--- config.mk ---
export PLATFORM = sky130hd
export DESIGN_NAME = sorted_list_table_top
export DESIGN_NICKNAME = d
export VERILOG_FILES = /design/src/rtl/slt_pkg.sv /design/src/rtl/sorted_list_table_top.sv /design/src/rtl/slt_ram.sv
export SDC_FILE = /design/constraint.sdc
export NUM_CORES = 1
export LEC_CHECK = 0
export BUFFER_PORTS_ARGS = -buffer_cell sky130_fd_sc_hd__buf_2
export CORE_MARGIN = 2
export CORE_UTILIZATION = 61
export DETAILED_ROUTE_END_ITERATION = 8
export PLACE_DENSITY = 0.76
export SKIP_LAST_GASP = 1
export SLEW_MARGIN = 20
export SYNTH_ARGS = -nofsm -noshare
export SYNTH_HDL_FRONTEND = slang
export SYNTH_HIERARCHICAL = 1
export SYNTH_SLANG_ARGS = --single-unit
--- constraint.sdc ---
create_clock -name clk -period 5.51 [get_ports clk]
set_input_delay 0.551 -clock clk [delete_from_list [all_inputs] [get_ports clk]]
set_output_delay 0.551 -clock clk [all_outputs]
set_load 0.005 [all_outputs]
--- src/rtl/slt_pkg.sv ---
// ----------------------------------------------------------------------------
// slt_pkg: shared types and constants of the sorted list table
// Table depth, field widths, operation and status codes, sequencer states.
// ----------------------------------------------------------------------------
`default_nettype none

package slt_pkg;

  // Table size and derived widths
  localparam int DEPTH  = 16;
  localparam int CNT_W  = $clog2(DEPTH + 1);
  localparam int ADDR_W = (DEPTH > 1) ? $clog2(DEPTH) : 1;
  localparam int DATA_W = 32;

  // Field widths
  localparam int MODE_W   = 2;
  localparam int STATUS_W = 2;
  localparam int COUNT_W  = 5;

  // Stream payload widths, padded to whole bytes
  localparam int IN_FIELDS_W  = MODE_W + DATA_W;
  localparam int OUT_FIELDS_W = STATUS_W + COUNT_W + DATA_W;
  localparam int IN_TDATA_W   = ((IN_FIELDS_W + 7) / 8) * 8;
  localparam int OUT_TDATA_W  = ((OUT_FIELDS_W + 7) / 8) * 8;

  typedef enum logic [MODE_W-1:0] {
    MODE_INSERT     = 2'd0,
    MODE_REMOVE     = 2'd1,
    MODE_REMOVE_ODD = 2'd2,
    MODE_QUERY      = 2'd3
  } mode_t;

  typedef enum logic [STATUS_W-1:0] {
    STAT_OK        = 2'd0,
    STAT_FULL      = 2'd1,
    STAT_EMPTY     = 2'd2,
    STAT_NOT_FOUND = 2'd3
  } status_t;

  typedef enum logic [2:0] {
    S_IDLE,
    S_INS_CMP,
    S_INS_PUT,
    S_COMPACT,
    S_DONE
  } state_t;

endpackage

`default_nettype wire

--- src/rtl/sorted_list_table_top.sv ---
// ----------------------------------------------------------------------------
// sorted_list_table_top: ascending table of signed 32-bit values
// Insert, remove, remove-odd and query over a RAM-held sorted table, walked
// one entry per cycle by a small sequencer.
// ----------------------------------------------------------------------------
//  channel  dir  handshake          payload
//  s_*      in   s_tvalid/s_tready  tdata: mode[1:0], value[33:2]
//  m_*      out  m_tvalid/m_tready  tdata: status[1:0], count[6:2], smallest[38:7]
//
//  Query and refused operations go straight to the result; insert walks down
//  from the top to its position, remove and remove-odd walk all entries. The
//  pace is set by the single RAM read port, one entry walked per cycle.
//  Reset clears the entry count; table contents need no clearing.
//  A new transaction is taken while a result waits; the next result holds
//  until the output register is free.
// ----------------------------------------------------------------------------
`default_nettype none

module sorted_list_table_top (
  input  wire logic                               clk,
  input  wire logic                               rst,
  input  wire logic                               s_tvalid,
  output      logic                               s_tready,
  input  wire logic [slt_pkg::IN_TDATA_W-1:0]     s_tdata,   // mode, value
  output      logic                               m_tvalid,
  input  wire logic                               m_tready,
  output      logic [slt_pkg::OUT_TDATA_W-1:0]    m_tdata    // status, count, smallest
);

  localparam int CW = slt_pkg::CNT_W;
  localparam int AW = slt_pkg::ADDR_W;
  localparam int DW = slt_pkg::DATA_W;

  slt_pkg::state_t  state, state_next;
  slt_pkg::mode_t   mode, mode_next;
  slt_pkg::status_t stat, stat_next;
  logic signed [DW-1:0] value, value_next;
  logic [CW-1:0]    used, used_next;
  logic [CW-1:0]    idx, idx_next;
  logic [CW-1:0]    rptr, rptr_next;
  logic [CW-1:0]    wr, wr_next;
  logic             found, found_next;
  logic [DW-1:0]    min_val;

  logic             ram_we;
  logic [AW-1:0]    ram_waddr;
  logic [DW-1:0]    ram_wdata;
  logic [AW-1:0]    ram_raddr;
  logic [DW-1:0]    ram_rdata;

  logic             load_out;
  logic             accept;
  logic             drop;
  logic [CW-1:0]    wr_inc;
  slt_pkg::mode_t   in_mode;
  logic signed [DW-1:0] in_value;

  assign accept   = s_tvalid && s_tready;
  assign s_tready = (state == slt_pkg::S_IDLE);
  assign in_mode  = slt_pkg::mode_t'(s_tdata[1:0]);
  assign in_value = s_tdata[slt_pkg::IN_FIELDS_W-1:slt_pkg::MODE_W];

  // Entry storage
  slt_ram #(
    .WIDTH (DW),
    .DEPTH (slt_pkg::DEPTH)
  ) u_ram (
    .clk   (clk),
    .we    (ram_we),
    .waddr (ram_waddr),
    .wdata (ram_wdata),
    .raddr (ram_raddr),
    .rdata (ram_rdata)
  );

  // Drop decision during compaction: first match, or any odd entry
  assign drop   = (mode == slt_pkg::MODE_REMOVE) ? (!found && ($signed(ram_rdata) == value))
                                                 : ram_rdata[0];
  assign wr_inc = wr + CW'(!drop);

  // Sequencer: next state, RAM control and result status
  always_comb begin
    state_next = state;
    mode_next  = mode;
    value_next = value;
    stat_next  = stat;
    used_next  = used;
    idx_next   = idx;
    rptr_next  = rptr;
    wr_next    = wr;
    found_next = found;
    ram_we     = 1'b0;
    ram_waddr  = AW'(idx);
    ram_wdata  = value;
    ram_raddr  = AW'(rptr);
    load_out   = 1'b0;

    case (state)
      slt_pkg::S_IDLE: begin
        ram_raddr = (in_mode == slt_pkg::MODE_INSERT) ? AW'(used - CW'(1)) : AW'(0);
        if (accept) begin
          mode_next  = in_mode;
          value_next = in_value;
          stat_next  = slt_pkg::STAT_OK;
          idx_next   = used;
          rptr_next  = CW'(1);
          wr_next    = '0;
          found_next = 1'b0;
          case (in_mode)
            slt_pkg::MODE_INSERT: begin
              if (used >= CW'(slt_pkg::DEPTH)) begin
                stat_next  = slt_pkg::STAT_FULL;
                state_next = slt_pkg::S_DONE;
              end else if (used == '0) begin
                state_next = slt_pkg::S_INS_PUT;
              end else begin
                state_next = slt_pkg::S_INS_CMP;
              end
            end
            slt_pkg::MODE_REMOVE, slt_pkg::MODE_REMOVE_ODD: begin
              if (used == '0) begin
                stat_next  = slt_pkg::STAT_EMPTY;
                state_next = slt_pkg::S_DONE;
              end else begin
                state_next = slt_pkg::S_COMPACT;
              end
            end
            default: begin
              state_next = slt_pkg::S_DONE;
            end
          endcase
        end
      end

      // Walk down from the top, shifting larger entries up by one
      slt_pkg::S_INS_CMP: begin
        ram_we    = 1'b1;
        ram_waddr = AW'(idx);
        ram_raddr = AW'(idx - CW'(2));
        if ($signed(ram_rdata) > value) begin
          ram_wdata = ram_rdata;
          idx_next  = idx - CW'(1);
          if (idx == CW'(1)) begin
            state_next = slt_pkg::S_INS_PUT;
          end
        end else begin
          ram_wdata  = value;
          used_next  = used + CW'(1);
          state_next = slt_pkg::S_DONE;
        end
      end

      // Place the new value at the bottom slot
      slt_pkg::S_INS_PUT: begin
        ram_we     = 1'b1;
        ram_waddr  = AW'(idx);
        ram_wdata  = value;
        used_next  = used + CW'(1);
        state_next = slt_pkg::S_DONE;
      end

      // Stream entries down toward the bottom slot, keeping those not dropped
      slt_pkg::S_COMPACT: begin
        ram_raddr = AW'(rptr);
        rptr_next = rptr + CW'(1);
        ram_waddr = AW'(wr);
        ram_wdata = ram_rdata;
        if (drop) begin
          found_next = 1'b1;
        end else begin
          ram_we  = 1'b1;
          wr_next = wr_inc;
        end
        if (rptr == used) begin
          if (wr_inc == used) begin
            stat_next = slt_pkg::STAT_NOT_FOUND;
          end else begin
            used_next = wr_inc;
          end
          state_next = slt_pkg::S_DONE;
        end
      end

      // Hand the result to the output register once it is free
      slt_pkg::S_DONE: begin
        if (!m_tvalid || m_tready) begin
          load_out   = 1'b1;
          state_next = slt_pkg::S_IDLE;
        end
      end

      default: begin
        state_next = slt_pkg::S_IDLE;
      end
    endcase
  end

  // Control registers
  always_ff @(posedge clk) begin
    if (rst) begin
      state    <= slt_pkg::S_IDLE;
      used     <= '0;
      m_tvalid <= 1'b0;
    end else begin
      state <= state_next;
      used  <= used_next;
      if (load_out) begin
        m_tvalid <= 1'b1;
      end else if (m_tready) begin
        m_tvalid <= 1'b0;
      end
    end
  end

  // Datapath registers
  always_ff @(posedge clk) begin
    mode  <= mode_next;
    value <= value_next;
    stat  <= stat_next;
    idx   <= idx_next;
    rptr  <= rptr_next;
    wr    <= wr_next;
    found <= found_next;
    // Shadow of the bottom entry
    if (ram_we && (ram_waddr == AW'(0))) begin
      min_val <= ram_wdata;
    end
    if (load_out) begin
      m_tdata <= {(slt_pkg::OUT_TDATA_W - slt_pkg::OUT_FIELDS_W)'(0),
                  (used == '0) ? DW'(0) : min_val,
                  slt_pkg::COUNT_W'(used),
                  stat};
    end
  end

  // Checks
  a_used_bound: assert property (@(posedge clk) disable iff (rst)
    used <= CW'(slt_pkg::DEPTH))
    else $error("entry count beyond table depth");

  a_out_from_done: assert property (@(posedge clk) disable iff (rst)
    $rose(m_tvalid) |-> $past(state == slt_pkg::S_DONE))
    else $error("result presented without finishing an operation");

  a_used_change: assert property (@(posedge clk) disable iff (rst)
    !$stable(used) |-> ($past(state == slt_pkg::S_INS_CMP) ||
                        $past(state == slt_pkg::S_INS_PUT) ||
                        $past(state == slt_pkg::S_COMPACT)))
    else $error("entry count changed outside an update");

  a_wr_behind: assert property (@(posedge clk) disable iff (rst)
    (state == slt_pkg::S_COMPACT) |-> (wr < rptr))
    else $error("compaction write pointer overtook read pointer");

  a_ins_idx: assert property (@(posedge clk) disable iff (rst)
    (state == slt_pkg::S_INS_CMP) |-> (idx != '0))
    else $error("insert walk below bottom slot");

endmodule

`default_nettype wire

--- src/rtl/slt_ram.sv ---
// ----------------------------------------------------------------------------
// slt_ram: generic single-write, single-read RAM
// One write port and one read port; read data is registered.
// ----------------------------------------------------------------------------
`default_nettype none

module slt_ram #(
  parameter  int WIDTH = 32,
  parameter  int DEPTH = 16,
  localparam int AW    = (DEPTH > 1) ? $clog2(DEPTH) : 1
) (
  input  wire logic             clk,
  input  wire logic             we,
  input  wire logic [AW-1:0]    waddr,
  input  wire logic [WIDTH-1:0] wdata,
  input  wire logic [AW-1:0]    raddr,
  output      logic [WIDTH-1:0] rdata
);

  logic [WIDTH-1:0] mem [DEPTH];

  // Write and registered read
  always_ff @(posedge clk) begin
    if (we) begin
      mem[waddr] <= wdata;
    end
    rdata <= mem[raddr];
  end

endmodule

`default_nettype wire

# Word level (Yosys, flattened, before mapping)
# Memories as Yosys holds them, arrays and structs flattened. A register that Yosys moved wholly into a read port is not among the register bits.
# Index checks and enable logic that the tools add are counted.
# W data, S select, Z words.
[classes]
n_addsub = 6
n_lt_le_gt_ge = 2
n_eq_ne = 21
mux = 46
n_reduce_logical = 25
[op_table]
columns = ["cell", "n"]
rows = [
  ["$pmux W32 S2", 1],
  ["$mux W5", 8],
  ["$eq A32 B32 Y1", 1],
  ["$gt A32 B32 Y1", 1],
  ["$mux W32", 1],
  ["$pmux W5 S2", 3],
  ["$mux W3", 7],
  ["$ne A2 B2 Y1 const B", 8],
  ["$pmux W3 S5", 1],
  ["$pmux W5 S3", 1],
  ["$reduce_and A4 Y1", 3],
  ["$mux W1", 11],
  ["$add A5 B1 Y5 const B", 2],
  ["$eq A5 B5 Y1", 2],
  ["$mux W2", 5],
  ["$reduce_and A3 Y1", 3],
  ["$mux W4", 2],
  ["$pmux W2 S2", 2],
  ["$pmux W4 S2", 1],
  ["$eq A3 B2 Y1 const B", 2],
  ["$pmux W3 S2", 1],
  ["$reduce_bool A2 Y1", 3],
  ["$add A5 B1 Y5", 1],
  ["$eq A5 B1 Y1 const B", 1],
  ["other kinds (21)", 29],
]
[totals]
register_bits = 132
ram_bits = 512
inputBits = 44
out_inout_bits = 42
word_cells = 114
memories = 1
[memory_table]
columns = ["memory", "words", "width", "read_ports", "rd_ports_with_merged_regs", "write_ports", "line_no", "rtl"]
rows = [
  ["u_ram.mem", 16, 32, 1, 1, 1, "slt_ram.sv:20", "logic [WIDTH-1:0] mem [DEPTH];"],
]

# Logic depth before layout (Yosys ltp)
# Gate-level depths: netlist (run 1).
[logic_depth]
depth_word = 9
mapped_depth = 19
ltp_nobuf = 18

# Hierarchy
# Netlist (run 1), hierarchy kept.
[modules_own_cells]
columns = ["module", "instances", "cells_each", "area_per_inst_um2"]
rows = [
  ["slt_ram", 1, 838, 19835.3],
  ["sorted_list_table_top", 1, 527, 6717.7],
]

# Worst setup path after synthesis (run 1)
# No wires, ideal clock.
[synth_path]
path_type = "reg-to-reg"
startpoint = "register value[31]"
endpoint = "memory u_ram.mem[0][0] (enable)"
t_arrival_ns = 4.452
t_required_ns = 5.049
path_slack_ns = 0.597
path_stages_with_launch = 12
period_less_slack_ns = 4.913
cell_sequence = "edfxtp_1 inv_1 ha_1 nand4_2 nor4_2 and4_1 nand2_1 o31ai_1 nor2b_1 nor3_1 or3b_2 nor3_1"
[synth_via]
elab_chain_cells = 7
[synth_rtl]
columns = ["element", "line_no", "rtl"]
rows = [
  ["start, declared", "sorted_list_table_top.sv:37", "logic signed [DW-1:0] value, value_next;"],
  ["start signal, assigned", "sorted_list_table_top.sv:218", "value <= value_next;"],
  ["$eq A32 B32 Y1", "sorted_list_table_top.sv:77", "assign drop = (mode == slt_pkg::MODE_REMOVE) ? (!found && ($signed(ram_rdata) == value))"],
  ["$logic_and A1 B1 Y1", "sorted_list_table_top.sv:77", ""],
  ["$mux W1", "sorted_list_table_top.sv:77", ""],
  ["$mux W1", "sorted_list_table_top.sv:168", "if (drop) begin"],
  ["$pmux W1 S2", "sorted_list_table_top.sv:98", "case (state)"],
  ["via ram_we", "sorted_list_table_top.sv:45", "logic ram_we;"],
  ["$mux W1", "slt_ram.sv:24", "if (we) begin"],
  ["$mux W1 (not written as such)", "slt_ram.sv:25", "mem[waddr] <= wdata;"],
  ["end, declared", "slt_ram.sv:20", ""],
]
# The timed path passes the listed nets, and every way through them passes these cells.

# Worst setup path after layout (run 1)
[layout_path]
startpoint = "register value[31]"
endpoint = "register used[2]"
[layout_via]
elab_chain_cells = 8
word_cells_on_any_way = 13
cone_classes = "add/sub: 1; order compare: 1; eq/ne: 4; mux: 4; reduce/logical: 3"
[layout_rtl]
columns = ["element", "line_no", "rtl"]
rows = [
  ["$eq A32 B32 Y1", "sorted_list_table_top.sv:77", ""],
  ["$logic_and A1 B1 Y1", "sorted_list_table_top.sv:77", ""],
  ["$mux W1", "sorted_list_table_top.sv:77", ""],
  ["$logic_not A1 Y1", "sorted_list_table_top.sv:79", "assign wr_inc = wr + CW'(!drop);"],
  ["$add A5 B1 Y5", "sorted_list_table_top.sv:79", ""],
  ["$eq A5 B5 Y1 / $mux W5 (equally long branches)", "sorted_list_table_top.sv:175", "if (wr_inc == used) begin"],
  ["$ne A2 B2 Y1 (no source line) / $mux W5 (equally long branches)", "--", ""],
  ["$reduce_and A4 Y1 (no source line) / $pmux W5 S3 (equally long branches)", "--", ""],
  ["end signal, assigned", "sorted_list_table_top.sv:206", "used <= used_next;"],
  ["end, declared", "sorted_list_table_top.sv:38", "logic [CW-1:0] used, used_next;"],
]
# Parallel ways exist; a longest one is shown, timed or not. The select of a mux whose other input is x is not followed.
# A chain may end at the register's enable or synchronous reset.

==> impl_metrics.json, run 1 <==
{
  "outcome": "finished clean",
  "die_y_um": 213,
  "areaGrowthSynthToFinish_pct": 12.8,
  "cts_tree": "done",
  "period_needed_ns": 4.92,
  "wire_per_inst_um": 26.9,
  "clk_pin_slew_ns": 0.06,
  "critPathMostFrequentCell": "ha_1",
  "fin_tns_setup_ns": 0,
  "post_cts_resized": 0,
  "fillCellCount": 2640,
  "n_antenna_cell": 0,
  "path_class": "reg2reg",
  "synth-edff-count": 635,
  "cts_max_level": 3,
  "cts_hold_buf": 0,
  "final_cells": 2116,
  "placed_area_sq_mm": 0.0278,
  "syn_area_sq_mm": 0.0266,
  "setup_violations": 0,
  "ir_worst_vdd_mv": 0.452,
  "numCtsBuffers": 67,
  "p_leak_uw": 0.0101,
  "synth_cell_types": 61,
  "cts_root_buffer": "clkbuf_16",
  "hold_slack_ns": 0.144,
  "place_congestion": 0.862,
  "finalClockSkew_ns": 0.0214,
  "grt_pass1_vias": 13352,
  "synthCells": 1365,
  "hpwl_mm": 30.9,
  "cts_sinks": 676,
  "cp.required_ns": 6.00,
  "drt_iter0_drc": 1415,
  "hold_class": "in2reg",
  "ioPinCount": 86,
  "drt-pass1-iter-count": 6,
  "ys_seq_elements": 676,
  "endpoint_kind": "flop",
  "startpoint_type": "flop",
  "place_inst": 1995,
  "grt_max_degree": 85,
  "pwr-share-comb": 0.304,
  "grt_usage": 0.259,
  "yosysSeqAreaShare": 0.749,
  "core_sq_mm": 0.0430,
  "routed_wl_mm": 56.8,
  "multi_input_comb_area_sq_mm": 0.00633,
  "critPathMaxFanout": 7,
  "clkPwrFrac": 0.275,
  "final_common_cell": "edfxtp_1",
  "design_area_sq_mm": 0.0300,
  "dominantRegCellSynth": "edfxtp_1",
  "via_per_inst": 6.32,
  "synth-async-reset-ratio": 0,
  "die_w_um": 213,
  "finalHoldViolCount": 0,
  "drv_slew": 0,
  "internal-power_uw": 11200,
  "die_area_sq_mm": 0.0452,
  "portBuffers": 78,
  "ys_warn_count": 6,
  "final_nets": 1567,
  "avgSynthCellArea_sq_um": 19.5,
  "crit_arrival_ns": 5.41,
  "max_slew_margin": 0.278,
  "drive_gt1_frac": 0.264,
  "grt_setup_unrepaired": "no",
  "clock_latency_ns": 0.59,
  "drv_cap": 0,
  "worstPathCellList": "inv_1, ha_1, nand4_2, nor4_2, and4_1, nand2_1, o31ai_1, inv_1, ha_1, ha_1, xnor2_1, xnor2_1, nor4_1, nand3_1, and3b_1, nand2_1, o21a_1, o32ai_1",
  "swShare": 0.305,
  "cts_setup_buffers": 0,
  "num_vias": 13370,
  "overflow": 0,
  "drc": 0,
  "cpPeakStageDelay_ns": 0.59,
  "seqCellArea_sq_mm": 0.0199,
  "synth_nets": 1453,
  "ant_nets": 0,
  "fin_crit_sh": 0.893,
  "p_sw_uw": 4900,
  "power_density_mw_per_mm2": 537,
  "antenna_found_initial": 0,
  "slowest_stage": "nor4_2",
  "max_slew.worst_pin.slew_ns": 1.08,
  "final_cell_mix": "edfxtp_1, mux4_2, buf_2, clkbuf_16, nand2_1",
  "clockBufferDepth": 3,
  "initial_utilization": 0.618,
  "grt_pass1_wl_mm": 83.8,
  "rows": 76,
  "seqPwrFrac": 0.420,
  "fmax_mhz": 203
}
[cell type report]
class | instances | area share
clock buffer | 89 | 0.0636
clock inverter | 32 | 0.00785
inverter | 47 | 0.00589
multi-input combinational | 578 | 0.211
sequential | 676 | 0.664
tap | 585 | 0.0244
timing repair buffer | 109 | 0.0229
[state kept, by name, indices dropped and copies added, names as in the netlist, 2 cells and up]
register,cells
idx,5
m_tdata,39
min_val,32
mode,2
rptr,5
stat,2
state,3
u_ram/mem,512
u_ram/rdata,32
used,5
value,32
wr,5
[cells in the mapped netlist, types with 18 or more instances]
master	number	area, sq um
edfxtp_1	635	19100
mux4_2	128	2880
nand2_1	67	251
a22oi_1	66	495
inv_1	47	176
ha_1	44	551
dfxtp_1	41	821
nor2b_1	41	257
nor2_1	39	146
clkbuf_1	33	124
mux2_4	30	450
a21oi_1	26	130
o21ai_0	18	90.1
[per-layer routing]
layer | vias up | track usage | wire [um]
met4 | 0 | 0.0926 | 1730
li1 | 5703 | - | -
met3 | 110 | 0.0473 | 4200
met5 | - | 0 | 0
met2 | 584 | 0.420 | 28100
met1 | 6973 | 0.360 | 22800
[cells by family after synthesis]
| group | count (synthesis) | share of synthesized area |
|---|---|---|
| flops | 676 | 0.749 |
| simple gates | 206 | 0.0388 |
| mux | 162 | 0.127 |
| compound gates | 143 | 0.0375 |
| buf+inv | 111 | 0.0194 |
| fa+ha+maj | 44 | 0.0207 |
| xor+xnor | 22 | 0.00726 |
| other cells | 1 | 0.000141 |
[critical path, delay by kind of cell (launching register included)]
kind / cells / cell delay (ns)
xor+xnor: 2 / 0.45
fa+ha+maj: 3 / 0.90
simple gates: 8 / 2.07
flops: 1 / 0.37
buf+inv: 2 / 0.13
compound gates: 3 / 0.90
[per-stage QoR]
step / util / total power [uW] / setup WS (ns)
2_1_floorplan: - / 10300 / 0.597
3_5_place_dp: 0.647 / 11700 / 0.714
6_report: 0.697 / 16100 / 0.589
4_1_cts: 0.697 / 16200 / 0.583
5_1_grt: 0.697 / 16700 / 0.215
3_3_place_gp: 0.647 / 11600 / 0.767
[power groups by stage]
stage,sequential [uW],combinational (uW),clock [uW]
floorplan,6770,3580,0
global placement,6830,4750,0
detailed placement,6850,4880,0
CTS,6760,4940,4490
global route,6800,5280,4670
finish,6760,4890,4430
[final timing paths]
check / startpoint / to / slack [ns] / depth (start not counted)
worst max-delay path: value[31] / used[2] / 0.59 / 18
worst min-delay path: s_tdata[13] / value[11] / 0.14 / 1
worst max register to register: value[31] / used[2] / 0.59 / 18
worst min register to register: stat[1] / m_tdata[1] / 0.42 / 0
Power figures use the tool's default switching activity.
==> run 2: changes to the inputs <==
Clock period 5.51 ns to 4.72 ns, I/O delays scaled along.
==> run 2 against run 1 <==
  * Wire length down 0.16%
  * Register-to-register slack got worse by 0.28 ns
  * Count of clock-buffer cells in the layout fell by 1
  * Flip-flop and latch count did not move
  * Sequential share of layout area down 0.45 points
  * Worst hold slack lost 0.083 ns
  * Critical path type unchanged
  * Non-clock buffer count is 6 higher
  * Clock skew grew 0.0042 ns
==> impl_metrics.json, run 2 (synthesis results as in run 1) <==
{
  "outcome": "finished clean",
  "cts_sinks": 676,
  "clk_pin_slew_ns": 0.06,
  "placed_area_sq_mm": 0.0279,
  "period_needed_ns": 4.41,
  "clock_latency_ns": 0.60,
  "cts_max_level": 3,
  "fin_crit_sh": 0.934,
  "hold_slack_ns": 0.0619,
  "initial_utilization": 0.618,
  "p_leak_uw": 0.0102,
  "startpoint_type": "flop",
  "grt_pass1_wl_mm": 85.0,
  "power_density_mw_per_mm2": 631,
  "fillCellCount": 2586,
  "regMostFlops": "u_ram/mem",
  "num_vias": 13395,
  "preCtsSetupSlack_ns": 0.152,
  "place_congestion": 0.886,
  "max_slew.worst_pin.slew_ns": 0.954,
  "core_sq_mm": 0.0430,
  "grt_setup_unrepaired": "no",
  "drive_gt1_frac": 0.267,
  "die_area_sq_mm": 0.0452,
  "grt_max_degree": 63,
  "final_nets": 1575,
  "drv_cap": 0,
  "ioPinCount": 86,
  "r2r_start": "value[23]",
  "design_area_sq_mm": 0.0302,
  "finalClockSkew_ns": 0.0256,
  "p_total_uw": 19000,
  "max_slew_margin": 0.363,
  "final_common_cell": "edfxtp_1",
  "setup_violations": 0,
  "endpoint_kind": "flop",
  "overflow": 0,
  "crit_arrival_ns": 4.63,
  "ant_nets": 0,
  "critPathMaxFanout": 24,
  "top_regs": "u_ram/mem x512, m_tdata x39",
  "fin_tns_setup_ns": 0,
  "grt_usage": 0.262,
  "die_w_um": 213,
  "r2r-end": "u_ram/mem[0][6]",
  "fmax_mhz": 227,
  "ir_worst_vdd_mv": 0.390,
  "largest_register_ffs": 512,
  "drt-pass1-iter-count": 5,
  "drt_iter0_drc": 1393,
  "worst_slack_ns": 0.312,
  "n_antenna_cell": 0,
  "die_y_um": 213,
  "routed_wl_mm": 56.8,
  "wire_per_inst_um": 26.7,
  "startpoint": "value[23]",
  "grt_pass1_vias": 13646,
  "areaGrowthSynthToFinish_pct": 13.6,
  "drv_slew": 0,
  "cts_tree": "done",
  "cp.required_ns": 4.95,
  "finalHoldViolCount": 0,
  "cts_root_buffer": "clkbuf_16",
  "r2r_cells": 12,
  "path_class": "reg2reg",
  "drc": 0,
  "crit_end": "u_ram/mem[0][6]",
  "portBuffers": 78,
  "hold_class": "in2reg",
  "numCtsBuffers": 69,
  "reg2reg_slack_ns": 0.31,
  "rows": 76,
  "hpwl_mm": 30.7,
  "antenna_found_initial": 0,
  "clockBufferDepth": 3,
  "final_cell_mix": "edfxtp_1, mux4_2, buf_2, clkbuf_16, nand2_1",
  "via_per_inst": 6.30
}
-- run 2: cell count changes in the layout (fill, tap and decap cells not counted), sizes merged --
cell,change
clkinvlp,+2
inv,+2
clkbuf,-1
clkinv,-2
buf,+6
bufinv,+4
-- run 2: critical path, cell delays in order, from the launching register on --
cell and delay (ns):
edfxtp_1 0.37, inv_1 0.07, ha_1 0.34, nand4_1 0.27, nor4_4 0.08, and4_4 0.21
nand2_1 0.20, o31ai_4 0.11, nor2b_1 0.15, nor3_1 0.44, or3b_2 0.63, nor3_4 0.60
buf_4 0.54
-- run 2: repair_timing --
item / in CTS / in global routing
hold buffers: 0 / 0
gates resized for setup: 0 / 5
setup buffers: 0 / 0
setup endpoints to repair: 0 / 7
-- run 2: through the flow --
stage               utilization  cells
global route              0.702   2127
finish                    0.702   2127
detailed placement        0.649   2001
CTS                       0.701   2127
global placement          0.649   2001
floorplan                     -   1365
-- run 2: final cells by class --
| cell class | count | area [sq um] | share of cell area |
|---|---|---|---|
| clock buffers | 88 | 1830 | 0.0607 |
| repair buffers | 115 | 781 | 0.0259 |
| well taps | 585 | 732 | 0.0243 |
| inverters | 47 | 176 | 0.00585 |
| flip-flops and latches | 676 | 19900 | 0.660 |
| multi-input cells | 578 | 6360 | 0.211 |
| clock inverters | 38 | 388 | 0.0129 |
-- run 2: how the worst min path moves through the flow --
stage            endpoint  cells after the start  startpoint  slack, ns
6_report         value[2]                      1  s_tdata[4]       0.06
3_3_place_gp   m_tdata[0]                      0     stat[0]       0.40
5_1_grt          value[2]                      1  s_tdata[4]       0.05
4_1_cts          value[1]                      1  s_tdata[3]       0.04
3_5_place_dp   m_tdata[1]                      0     stat[1]       0.41
2_1_floorplan  m_tdata[0]                      0     stat[0]       0.40
-- run 2: power by group --
part | switching [uW] | total [uW] | internal, uW
Sequential | 285 | 7880 | 7600
Combinational | 3310 | 5800 | 2500
Clock | 2200 | 5340 | 3140
-- run 2: per-layer routing --
layer  vias up  global-route usage  part of all wire
met1      6928               0.358              0.40
li1       5718                   -                 -
met4         0              0.0892             0.028
met2       637               0.435              0.50
met3       112              0.0439             0.077
met5         -                   0                 0
==> run 3: changes to the inputs <==
Settings changed: CORE_UTILIZATION 61 to 55, PLACE_DENSITY 0.76 to 0.7.
==> run 3 against run 2 <==
  * Maximum frequency shrank 0.13%
  * Count of clock-buffer cells in the layout grew 4
  * Final cell count grew 1.7%
  * Wire length shrank 0.44%
  * Critical path type unchanged
  * Power grew 1.8%
  * Flip-flop and latch count is the same
  * Utilization shrank 6.4 points
  * Sequential share of layout area shrank 0.64 points
  * Global-route usage shrank 3.0 points
==> impl_metrics.json, run 3 (synthesis results as in run 1) <==
{
  "multi_input_comb_area_sq_mm": 0.00635,
  "drt_iter0_drc": 1395,
  "drv_cap": 0,
  "die_y_um": 224,
  "path_delay_family": "simple AND/OR/NAND/NOR gates",
  "drive_gt1_frac": 0.273,
  "path_class": "reg2reg",
  "num_vias": 13167,
  "final_cell_mix": "edfxtp_1, mux4_2, buf_2, clkbuf_16, nand2_1",
  "cts_tree": "done",
  "crit_buf_inv": 2,
  "seqCellArea_sq_mm": 0.0199,
  "grt_max_degree": 39,
  "core_sq_mm": 0.0477,
  "initial_utilization": 0.556,
  "hold_class": "in2reg",
  "clock_latency_ns": 0.60,
  "power_density_mw_per_mm2": 636,
  "die_area_sq_mm": 0.0501,
  "max_slew_margin": 0.344,
  "grt_pass1_vias": 13474,
  "n_antenna_cell": 0,
  "endpoint_kind": "flop",
  "slowest_stage": "nor4_4",
  "cts_setup_buffers": 0,
  "grt_pass1_wl_mm": 84.4,
  "fmax_mhz": 227,
  "ir_worst_vdd_mv": 0.335,
  "top_regs": "u_ram/mem x512, m_tdata x39",
  "rows": 80,
  "ioPinCount": 86,
  "outcome": "finished clean",
  "cts_sinks": 676,
  "final_nets": 1584,
  "clockBufferDepth": 3,
  "antenna_found_initial": 0,
  "areaGrowthSynthToFinish_pct": 14.7,
  "wire_per_inst_um": 26.1,
  "drv_slew": 0,
  "cts_max_level": 3,
  "cp.required_ns": 5.22,
  "fillCellCount": 3221,
  "final_common_cell": "edfxtp_1",
  "via_per_inst": 6.09,
  "finalClockSkew_ns": 0.0200,
  "cts_root_buffer": "clkbuf_16",
  "numCtsBuffers": 71,
  "ant_nets": 0,
  "overflow": 0,
  "drt-pass1-iter-count": 5,
  "period_needed_ns": 4.41,
  "setup_violations": 0,
  "p_leak_uw": 0.0103,
  "drc": 0,
  "critPathMaxFanout": 7,
  "clk_pin_slew_ns": 0.06,
  "grt_setup_unrepaired": "no",
  "p_total_uw": 19400,
  "largest_register_ffs": 512,
  "startpoint_type": "flop",
  "routed_wl_mm": 56.5,
  "portBuffers": 78,
  "grt_usage": 0.232,
  "cts_hold_buf": 0,
  "worstPathCellList": "inv_1, ha_1, nand4_1, nor4_4, and4_2, nand2_1, o31ai_2, inv_1, ha_1, ha_1, xnor2_1, xnor2_1, nor4_2, nand3_1, and3b_1, nand2_1, o21a_1, o32ai_1",
  "fin_tns_setup_ns": 0,
  "finalHoldViolCount": 0,
  "hpwl_mm": 31.0,
  "cpPeakStageDelay_ns": 0.38,
  "place_congestion": 0.842,
  "critPathMostFrequentCell": "ha_1",
  "die_w_um": 224,
  "fin_crit_sh": 0.935,
  "regMostFlops": "u_ram/mem",
  "crit_arrival_ns": 4.91,
  "max_slew.worst_pin.slew_ns": 0.975
}
[run 3: cell types whose count changed in the layout (fill, tap and decap cells not counted), sizes merged]
| cell | previous run | this run |
|---|---|---|
| inv | 51 | 49 |
| clkinvlp | 3 | 2 |
| clkinv | 24 | 21 |
| clkbuf | 88 | 92 |
| buf | 115 | 122 |
| bufinv | 7 | 8 |
[run 3: stage by stage]
stage / std cells / cell area (sq um) / utilization / worst slack (ns) / hold slack, ns
6_report: 2163 / 30400 / 0.638 / 0.306 / 0.0513
5_1_grt: 2163 / 30400 / 0.638 / 0.0454 / 0.0266
4_1_cts: 2163 / 30400 / 0.637 / 0.0450 / 0.0198
3_5_place_dp: 2038 / 28100 / 0.588 / 0.0796 / 0.406
3_3_place_gp: 2038 / 28100 / 0.588 / 0.226 / 0.406
2_1_floorplan: 1365 / 26600 / - / 0.120 / 0.400
[run 3: what timing repair did]
action	4_1_cts	5_1_grt
endpoints found under the setup margin	0	5
gates resized for setup	0	4
endpoints found under the hold margin	0	0
[run 3: area by class of cell]
class,count,share of cell area
clock buffers,92,0.0643
clock inverters,33,0.0125
inverters,47,0.00579
repair buffers,122,0.0302
flip-flops and latches,676,0.653
multi-input cells,578,0.209
well taps,615,0.0253
[run 3: layer usage]
metal	global-route usage	part of all wire	routed length (um)
met2	0.374	0.49	27700
met5	0	0	0
met3	0.0459	0.066	3760
met1	0.325	0.42	23600
met4	0.0699	0.026	1460
[run 3: where the power goes]
part | switching [uW] | leakage [uW] | total, uW | internal [uW]
logic | 3310 | 0.00305 | 5920 | 2610
clock network | 2220 | 0.00115 | 5590 | 3370
registers | 272 | 0.00611 | 7870 | 7590
total | 5800 | 0.0103 | 19400 | 13600
[run 3: worst register-to-register path: stages, from the launching register on]
cell      delay [ns]
edfxtp_1        0.34
inv_1           0.05
ha_1            0.32
nand4_1         0.25
nor4_4          0.39
and4_2          0.38
nand2_1         0.16
o31ai_2         0.34
inv_1           0.09
ha_1            0.20
ha_1            0.21
xnor2_1         0.28
xnor2_1         0.18
nor4_2          0.06
nand3_1         0.13
and3b_1         0.31
nand2_1         0.13
o21a_1          0.23
o32ai_1         0.25
[run 3: final timing paths]
check / start / to / slack (ns) / depth (start not counted)
worst min register to register: stat[1] / m_tdata[1] / 0.42 / 0
worst max register to register: value[23] / used[2] / 0.31 / 18
worst max-delay path: value[23] / used[2] / 0.31 / 18
worst min-delay path: s_tdata[14] / value[12] / 0.05 / 1
